File: src/hw/rtl/mio0_pkg.sv
// ----------------------------------------------------------------------------
// mio0_pkg
// Shared types, codes and defaults for the MIO0 token decompressor.
// ----------------------------------------------------------------------------
package mio0_pkg;

   localparam int HIST_DEPTH_DEF  = 4096;
   localparam int COUNT_WIDTH_DEF = 24;
   localparam int CFG_W           = 24;
   localparam int RUN_W           = 5;
   localparam int DIST_W          = 13;

   // token kinds, also used for the wanted kind
   localparam logic [1:0] FN_MAP  = 2'd0;
   localparam logic [1:0] FN_LIT  = 2'd1;
   localparam logic [1:0] FN_WORD = 2'd2;
   localparam logic [1:0] FN_NONE = 2'd3;

   // frame status codes
   localparam logic [2:0] ST_RUN     = 3'd0;
   localparam logic [2:0] ST_DONE    = 3'd1;
   localparam logic [2:0] ST_DIST    = 3'd2;
   localparam logic [2:0] ST_OVERRUN = 3'd3;
   localparam logic [2:0] ST_WRONG   = 3'd4;

   // register indexes
   localparam logic [1:0] REG_OUTPUT_SIZE    = 2'd0;
   localparam logic [1:0] REG_PAIR_OFFSET    = 2'd1;
   localparam logic [1:0] REG_LITERAL_OFFSET = 2'd2;

   typedef struct packed {
      logic [1:0]  func;
      logic [15:0] token_data;
   } req_item_type;

   typedef struct packed {
      logic [7:0] out_byte;
      logic       byte_valid;
      logic       last_of_run;
      logic [1:0] next_want;
      logic [2:0] status;
   } rsp_item_type;

   typedef struct packed {
      logic load;
      logic eval;
      logic commit;
      logic emit;
      logic rd_issue;
      logic consume;
   } dp_cmd_type;

   typedef struct packed {
      logic is_copy;
      logic out_free;
      logic pend;
      logic rd_more;
      logic wr_last;
   } dp_sts_type;

endpackage

File: src/hw/rtl/mio0_ctrl.sv
// ----------------------------------------------------------------------------
// mio0_ctrl
// Sequencer: takes a token, runs the two evaluate steps, then emits a single
// item or streams a back-reference copy out of the history memory.
// ----------------------------------------------------------------------------
module mio0_ctrl
   import mio0_pkg::*;
(
   input  logic       clock,
   input  logic       reset,
   input  logic       req_valid,
   output logic       req_ready,
   input  dp_sts_type sts,
   output dp_cmd_type cmd
);

   localparam logic [2:0] S_IDLE   = 3'd0;
   localparam logic [2:0] S_EVAL   = 3'd1;
   localparam logic [2:0] S_COMMIT = 3'd2;
   localparam logic [2:0] S_EMIT   = 3'd3;
   localparam logic [2:0] S_COPY   = 3'd4;

   logic [2:0] state_ff;
   logic [2:0] state_in;

   always_comb begin
      state_in  = state_ff;
      cmd       = '0;
      req_ready = 1'b0;
      case (state_ff)
         S_IDLE: begin
            req_ready = 1'b1;
            if (req_valid) begin
               cmd.load = 1'b1;
               state_in = S_EVAL;
            end
         end
         S_EVAL: begin
            cmd.eval = 1'b1;
            state_in = S_COMMIT;
         end
         S_COMMIT: begin
            cmd.commit = 1'b1;
            state_in   = sts.is_copy ? S_COPY : S_EMIT;
         end
         S_EMIT: begin
            if (sts.out_free) begin
               cmd.emit = 1'b1;
               state_in = S_IDLE;
            end
         end
         S_COPY: begin
            // one read kept ahead of the byte being written out
            cmd.consume  = sts.pend && sts.out_free;
            cmd.rd_issue = sts.rd_more && (!sts.pend || cmd.consume);
            if (cmd.consume && sts.wr_last) begin
               state_in = S_IDLE;
            end
         end
         default: begin
            state_in = S_IDLE;
         end
      endcase
   end

   always_ff @(posedge clock) begin
      if (reset) begin
         state_ff <= S_IDLE;
      end else begin
         state_ff <= state_in;
      end
   end

endmodule

File: config.mk
export PLATFORM = sky130hd
export DESIGN_NAME = mio0_ctrl
export DESIGN_NICKNAME = d
export VERILOG_FILES = /design/src/hw/rtl/mio0_pkg.sv /design/src/hw/rtl/mio0_ctrl.sv
export SDC_FILE = /design/constraint.sdc
export NUM_CORES = 1
export LEC_CHECK = 0
export ABC_AREA = 1
export BUFFER_PORTS_ARGS = -buffer_cell sky130_fd_sc_hd__buf_2
export CAP_MARGIN = 20
export CORE_AREA = 2 2 39 41
export CTS_BUF_LIST = sky130_fd_sc_hd__clkbuf_8
export CTS_CLUSTER_DIAMETER = 50
export DETAILED_ROUTE_END_ITERATION = 12
export DIE_AREA = 0 0 41 43
export SLEW_MARGIN = 40
export SYNTH_ARGS = -nofsm -noshare
export SYNTH_HDL_FRONTEND = slang
export SYNTH_SLANG_ARGS = --single-unit
File: constraint.sdc
create_clock -name clock -period 2.8 [get_ports clock]
set_clock_uncertainty 0.15 [all_clocks]
set_input_delay 0.14 -clock clock [delete_from_list [all_inputs] [get_ports clock]]
set_output_delay 0.14 -clock clock [all_outputs]
set_load 0.005 [all_outputs]
==> impl_metrics.ini, run 1 <==
[run_status]
status = finished, final reports clean

[routing]
wl_met2_um = 228
highest_layer = met3
post-route-drc-count = 0
wl_met3_um = 68
drt_iter0_markers = 9
vias = 283
wl_met1_um = 279
ant_nets = 0
viasPerCell = 3.93
drt_first_pass_iters = 3
routed_wl_um = 576
routedWlPerCell_um = 8.00

[global_route]
grt.total_usage = 0.0764
overflow = 0
grt_pass1_vias = 230
grt_pass1_wl_um = 897
antenna_found_initial = 0
grt_max_degree = 7

[placement]
hpwl_um = 473
portBuffers = 14
placed_cell_area_um2 = 305
pre_cts_ws_ns = 1.64
gp_congestion = 0.775
dp.cells = 67

[logic_synthesis]
synthMuxAreaShare = 0
synth_fp_nets = 45
syn_area_um2 = 215
synth_fa_ha_area_frac = 0
synth_compound_area_frac = 0.122
synth_enable_flop_cells = 0
synth_common_cells = 8 x inv_1, 7 x nand2_1, 5 x nand3_1, 5 x nor2_1
synthArstFlopShare = 0
synth_xor_area_frac = 0
yosysMostFrequentCell = inv_1
synth_area_leaders = dfxtp_1 28%, inv_1 14%, nand2_1 12%
yosysSeqAreaShare = 0.279
synth_ff_type = dfxtp_1
avgSynthCellArea_um2 = 5.82
yosys.area_share.simple = 0.459
yosysTopAreaCell = dfxtp_1
yosysWarnings = 0
synthCells = 37
ys_seq_elements = 3
synthDistinctLibCells = 12
synth_top_family_by_area = simple AND/OR/NAND/NOR gates
synth_top_area_frac = 0.279

[timing]
setup-violations-final = 0
slew_viol_final = 0
holdWs_ns = 0.0421
worst_slew_pin_slew_ns = 0.248
layout_setup_ws_ns = 1.41
finalHoldViolations = 0
fmax_mhz = 721
grt_setup_unrepaired = false
period_minus_slack_ns = 1.39
maxSlewHeadroom = 0.834
fin_crit_sh = 0.495
tns_ns = 0

[power]
seqPwrFrac = 0.235
p_int_mw = 0.180
finalPower_mw = 0.259
pwr-share-clk = 0.466
p_switching_mw = 0.0789
p_per_area_nw_per_um2 = 718
p_sw_frac = 0.305
power.share.combinational = 0.298
peakVddDrop_mv = 0.327
p_leak_nw = 0.210

[clock_network]
clk_path_buf_depth = 2
cts_root_buffer = clkbuf_8
numCtsBuffers = 3
clkSlewWorstSetupHoldPaths_ns = 0.03
clkLatencyLatePin_ns = 0.21
ctsResizeCount = 0
postCtsHoldBufs = 1
cts_setup_buffers = 0
htreeDepth = 1
clock_sinks = 3
cts_tree = yes

[finish]
multi_input_area_um2 = 125
insertedDiodeCount = 0
reg_top3 = state_ff (3)
regMostFlops = state_ff
drive_gt1_frac = 0.321
areaGrowthSynthToFinish_pct = 67.4
regArea_um2 = 60.1
largest_reg_flops = 3
n_fill_cell = 156
nNetsFinal = 65
final_cell_area_um2 = 360
utilization = 0.260
layoutNonFillerInstCount = 72

[critical_path]
worstReg2RegStart = state_ff[2]$_SDFFE_PP0P_
max_stage_delay_ns = 0.34
crit_path_top_delay_cell = dfxtp_1
cp.required_ns = 2.51
arrival_ns = 1.10
start_kind = register
crit_buf_inv = 1
r2r_slack_ns = 1.67
r2r-end = state_ff[0]$_SDFFE_PP0P_
crit_fanout = 5
reg2regPathDepth = 5
critical_path_class = reg -> out
cp-end-kind = output port
path_delay_family = simple AND/OR/NAND/NOR gates
crit_chain = nor2_2 > nand2_1 > nor3_1 > buf_2

[floorplan]
die_area_um2 = 1760
fp.coreArea_um2 = 1380
die_y_um = 43
die_w_um = 41
io_pins = 15
row_count = 14
initial_core_util = 0.156

[flow_run]
max_cap_violations = 0

[worst_hold_path]
whs_path_depth = 3
hold_path_class = in -> reg
min_from = sts[4]
min_to = state_ff[2]$_SDFFE_PP0P_
kinds of logic (layout without fill, tap and decap cells):
| kind of cell | Yosys count | in the layout |
|---|---|---|
| and+or+nand+nor | 22 | 22 |
| buffers and inverters | 8 | 27 |
| AOI/OAI and AO/OA | 4 | 4 |
| DFF | 3 | 3 |
how the worst max path moves through the flow:
stage | from | endpoint | slack [ns] | depth (start not counted)
3_5_place_dp | state_ff[0]$_SDFFE_PP0P_ | cmd[0] | 1.64 | 4
2_1_floorplan | state_ff[2]$_SDFFE_PP0P_ | state_ff[0]$_SDFFE_PP0P_ | 1.75 | 5
5_1_grt | state_ff[0]$_SDFFE_PP0P_ | cmd[0] | 1.34 | 4
6_report | state_ff[0]$_SDFFE_PP0P_ | cmd[0] | 1.41 | 4
4_1_cts | state_ff[0]$_SDFFE_PP0P_ | cmd[0] | 1.40 | 4
3_3_place_gp | state_ff[0]$_SDFFE_PP0P_ | cmd[0] | 1.65 | 4
cells in the final DEF (no fill, tap or decap):
master | Yosys | layout
o21bai_1 | 1 | 1
a21oi_1 | 1 | 1
dfxtp_1 | 3 | 3
a31o_1 | 1 | 1
buf_2 | 0 | 14
nor3_1 | 3 | 3
nor2_2 | 1 | 1
clkbuf_8 | 0 | 3
inv_1 | 8 | 9
nand3_1 | 5 | 5
dlygate4sd3_1 | 0 | 1
nand3b_1 | 1 | 1
nor2_1 | 5 | 5
nand2_1 | 7 | 7
o21ai_0 | 1 | 1
power groups by stage:
stage / registers (mW) / logic [mW] / clock network [mW]
6_report: 0.0609 / 0.0772 / 0.121
5_1_grt: 0.0622 / 0.0883 / 0.132
4_1_cts: 0.0607 / 0.0783 / 0.125
3_5_place_dp: 0.0613 / 0.0768 / 0
3_3_place_gp: 0.0617 / 0.0755 / 0
2_1_floorplan: 0.0592 / 0.0491 / 0
metal layers:
layer | GRT usage | up-vias
met5 | 0 | -
met4 | 0.0200 | 0
met3 | 0.0628 | 0
met2 | 0.0938 | 12
met1 | 0.100 | 113
li1 | - | 158
cell type report:
type | instances | area share
clock inverters | 1 | 0.0104
well taps | 16 | 0.0556
repair buffers | 15 | 0.222
flip-flops and latches | 3 | 0.167
clock buffers | 3 | 0.115
inverters | 8 | 0.0833
multi-input cells | 26 | 0.347
tightest hold or removal path, stage by stage:
cell	delay [ns]
buf_2	0.10
nand2_1	0.06
a21oi_1	0.05
No activity file was read; power rests on OpenSTA's default activity.
==> run 2, diff against run 1 <==
- clock period: 2.8 -> 1.17 ns (I/O delays scaled with it)
==> run 2 against run 1 <==
Compared with the run above: the flow now finishes with violations (setup timing); non-clock buffer count is 2 higher; final cell count increased by 2.8%; sequential power rose to 2.7 times the previous value; worst setup slack worse by 1.5 ns; clock power up 140%; wire length grew 8.5%; power rose to 2.6 times the previous value; sequential cell count unchanged; hold slack improved by 0.048 ns; largest power group unchanged.
==> impl_metrics.ini, run 2 (same netlist as run 1, synthesis figures left out) <==
[floorplan]
row_count = 14
io_pins = 15
die_y_um = 43
die_area_um2 = 1760
fp.coreArea_um2 = 1380
initial_core_util = 0.156
die_w_um = 41

[global_route]
grt_pass1_wl_um = 986
overflow = 0
antenna_found_initial = 0
grt_pass1_vias = 297
grt.total_usage = 0.0812
grt_max_degree = 7

[power]
p_per_area_nw_per_um2 = 1620
p_sw_frac = 0.309
finalPower_mw = 0.667
p_switching_mw = 0.206
p_leak_nw = 0.231
pwr-share-clk = 0.428
power.share.combinational = 0.330
seqPwrFrac = 0.242
peakVddDrop_mv = 0.679
p_int_mw = 0.461

[routing]
drt_first_pass_iters = 3
routed_wl_um = 625
drt_iter0_markers = 1
routedWlPerCell_um = 8.45
post-route-drc-count = 0
viasPerCell = 4.12
ant_nets = 0
vias = 305

[timing]
tns_ns = -0.0888
setup-violations-final = 3
grt_setup_unrepaired = true
slew_viol_final = 0
fin_crit_sh = 1.04
holdWs_ns = 0.0902
fmax_mhz = 822
worst_slew_pin_slew_ns = 0.163
maxSlewHeadroom = 0.891
period_minus_slack_ns = 1.22
finalHoldViolations = 0
layout_setup_ws_ns = -0.0469

[finish]
regMostFlops = state_ff
layout_commonest_cell = buf_2
utilization = 0.297
nNetsFinal = 67
reg_top3 = state_ff (3)
largest_reg_flops = 3
drive_gt1_frac = 0.466
final_cell_mix = 14 x buf_2, 8 x inv_1, 6 x nand2_1, 5 x nand3_1, 5 x nor2_1
final_cell_area_um2 = 412
areaGrowthSynthToFinish_pct = 91.3
layoutNonFillerInstCount = 74
insertedDiodeCount = 0

[run_status]
status = finished, violations left
violations = setup timing

[flow_run]
max_cap_violations = 0

[critical_path]
cp-end-kind = output port
r2r_slack_ns = 0
start_kind = register
cp.required_ns = 0.96
arrival_ns = 1.01
critical_path_class = reg -> out
crit_fanout = 5

[clock_network]
clkLatencyLatePin_ns = 0.21
clk_path_buf_depth = 2
htreeDepth = 1
clkSlewWorstSetupHoldPaths_ns = 0.03
cts_tree = yes
cts_root_buffer = clkbuf_8
numCtsBuffers = 3
clock_sinks = 3

[placement]
placed_cell_area_um2 = 305
portBuffers = 14
hpwl_um = 483
gp_congestion = 0.755
dp.cells = 67
pre_cts_ws_ns = 0.00313

[worst_hold_path]
hold_path_class = in -> reg
-- run 2: final timing paths --
check / start / endpoint / depth (start not counted)
max: state_ff[0]$_SDFFE_PP0P_ / cmd[5] / 4
min: sts[0] / state_ff[2]$_SDFFE_PP0P_ / 4
max reg2reg: state_ff[0]$_SDFFE_PP0P_ / state_ff[0]$_SDFFE_PP0P_ / 6
min reg2reg: state_ff[0]$_SDFFE_PP0P_ / state_ff[2]$_SDFFE_PP0P_ / 3
-- run 2: critical path: stages (launching register included) --
cell and delay (ns):
dfxtp_4 0.35, nor2_4 0.14, nand2_1 0.10, nor2_1 0.09
buf_2 0.11
-- run 2: cell type report --
| cell class | instances | area [µm²] |
|---|---|---|
| Multi-Input combinational cell | 26 | 148 |
| Fill cell | 158 | 972 |
| Clock inverter | 1 | 3.75 |
| Sequential cell | 3 | 71.3 |
| Timing Repair Buffer | 17 | 97.6 |
| Clock buffer | 3 | 41.3 |
| Tap cell | 16 | 20.0 |
| Inverter | 8 | 30.0 |
-- run 2: metal layers --
metal / share of wire / track usage / vias up
met3: 0.054 / 0.0157 / 0
met5: 0 / 0 / -
met2: 0.50 / 0.138 / 10
met4: 0 / 0.0600 / 0
li1: - / - / 160
met1: 0.45 / 0.0799 / 135
-- run 2: timing repair --
action / in CTS / in global routing
endpoints found under the hold margin: 3 / 0
setup buffers: 1 / 0
hold buffers: 2 / 0
endpoints found under the setup margin: 8 / 8
gates resized for setup: 8 / 4
pin swaps: 3 / 3
gates cloned: 0 / 0
-- run 2: power by group through the flow --
stage	combinational, mW	clock (mW)	sequential [mW]
3_3_place_gp	0.183	0	0.146
4_1_cts	0.220	0.299	0.156
2_1_floorplan	0.117	0	0.142
3_5_place_dp	0.185	0	0.146
6_report	0.220	0.286	0.162
5_1_grt	0.249	0.302	0.164
==> run 3, diff against run 2 <==
- SKIP_LAST_GASP: unset -> 1
==> run 3 against run 2 <==
Compared with the run above: the flow still finishes with violations (setup timing); power is 0.34% lower; clock power about the same; critical path depth did not move.
==> impl_metrics.ini, run 3 (same netlist as run 1, synthesis figures left out) <==
[timing]
fmax_mhz = 822
period_minus_slack_ns = 1.22
maxSlewHeadroom = 0.891
tns_ns = -0.0894
worst_slew_pin_slew_ns = 0.163
setup-violations-final = 4
slew_viol_final = 0
holdWs_ns = 0.0903
fin_crit_sh = 1.04
layout_setup_ws_ns = -0.0472
finalHoldViolations = 0
grt_setup_unrepaired = true

[finish]
reg_top3 = state_ff (3)
multi_input_area_um2 = 143
layout_commonest_cell = buf_2
utilization = 0.292
areaGrowthSynthToFinish_pct = 87.8
n_fill_cell = 160
regArea_um2 = 68.8
regMostFlops = state_ff
layoutNonFillerInstCount = 74
drive_gt1_frac = 0.448
insertedDiodeCount = 0
final_cell_mix = 14 x buf_2, 8 x inv_1, 6 x nand2_1, 5 x nand3_1, 5 x nor2_1
largest_reg_flops = 3
final_cell_area_um2 = 404
nNetsFinal = 67

[routing]
routed_wl_um = 630
vias = 304
ant_nets = 0
drt_first_pass_iters = 3
drt_iter0_markers = 1
routedWlPerCell_um = 8.51
viasPerCell = 4.11
post-route-drc-count = 0

[clock_network]
clkLatencyLatePin_ns = 0.21
clock_sinks = 3
numCtsBuffers = 3
cts_tree = yes
cts_root_buffer = clkbuf_8
htreeDepth = 1
clkSlewWorstSetupHoldPaths_ns = 0.03
clk_path_buf_depth = 2

[placement]
placed_cell_area_um2 = 305
portBuffers = 14
dp.cells = 67
gp_congestion = 0.755
hpwl_um = 483

[power]
p_leak_nw = 0.228
pwr-share-clk = 0.430
peakVddDrop_mv = 0.680
p_int_mw = 0.460
p_sw_frac = 0.309
seqPwrFrac = 0.241
p_per_area_nw_per_um2 = 1650
power.share.combinational = 0.329
p_switching_mw = 0.205

[floorplan]
row_count = 14
die_w_um = 41
fp.coreArea_um2 = 1380
io_pins = 15
die_area_um2 = 1760
initial_core_util = 0.156
die_y_um = 43

[flow_run]
max_cap_violations = 0

[critical_path]
crit_fanout = 5
cp-end-kind = output port
cp.required_ns = 0.96
start_kind = register
critical_path_class = reg -> out
arrival_ns = 1.01

[run_status]
status = finished, violations left
violations = setup timing

[worst_hold_path]
hold_path_class = in -> reg

[global_route]
grt_pass1_wl_um = 986
antenna_found_initial = 0
grt_max_degree = 7
grt_pass1_vias = 297
grt.total_usage = 0.0812
overflow = 0
==> run 3: power by group through the flow <==
stage          registers (mW)  clock network [mW]  logic, mW
2_1_floorplan           0.142                   0      0.117
3_3_place_gp            0.146                   0      0.183
3_5_place_dp            0.146                   0      0.185
4_1_cts                 0.156               0.299      0.220
5_1_grt                 0.163               0.302      0.247
6_report                0.160               0.286      0.219
==> run 3: area by class of cell <==
cell class	count	area share
well taps	16	0.0495
clock inverters	1	0.00929
multi-input cells	26	0.353
repair buffers	17	0.241
flip-flops and latches	3	0.170
clock buffers	3	0.102
inverters	8	0.0743
==> run 3: metrics by stage <==
| stage | setup slack [ns] | power, mW |
|---|---|---|
| after floorplan | 0.124 | 0.259 |
| after detailed placement | 0.00313 | 0.331 |
| after CTS | -0.0701 | 0.675 |
| final | -0.0472 | 0.665 |
| after global placement | 0.0436 | 0.328 |
| after global routing | -0.0972 | 0.713 |
==> run 3: critical path, stage by stage (launching register included) <==
cell and delay [ns]:
dfxtp_4 0.35, nor2_4 0.14, nand2_1 0.10, nor2_1 0.09
buf_2 0.11
==> run 3: worst paths after layout <==
path / startpoint / to / slack (ns) / cells after the start
setup / recovery: state_ff[0]$_SDFFE_PP0P_ / cmd[5] / -0.05 / 4
hold / removal: sts[0] / state_ff[2]$_SDFFE_PP0P_ / 0.09 / 4
setup reg to reg: state_ff[0]$_SDFFE_PP0P_ / state_ff[0]$_SDFFE_PP0P_ / 0 / 6
hold reg to reg: state_ff[0]$_SDFFE_PP0P_ / state_ff[2]$_SDFFE_PP0P_ / 0.43 / 3
==> run 3: repair_timing <==
action	in CTS	in global routing
endpoints found under the setup margin	8	8
pin swaps	3	3
gates resized for setup	8	2
endpoints found under the hold margin	3	0
buffers inserted	1	0
hold buffers	2	0
==> run 3: metal layers <==
layer	share of wire	vias to the layer above	global-route usage
met4	0	0	0.0600
met3	0.054	0	0.0157
met2	0.49	10	0.138
met5	0	-	0
met1	0.45	134	0.0799
li1	-	160	-
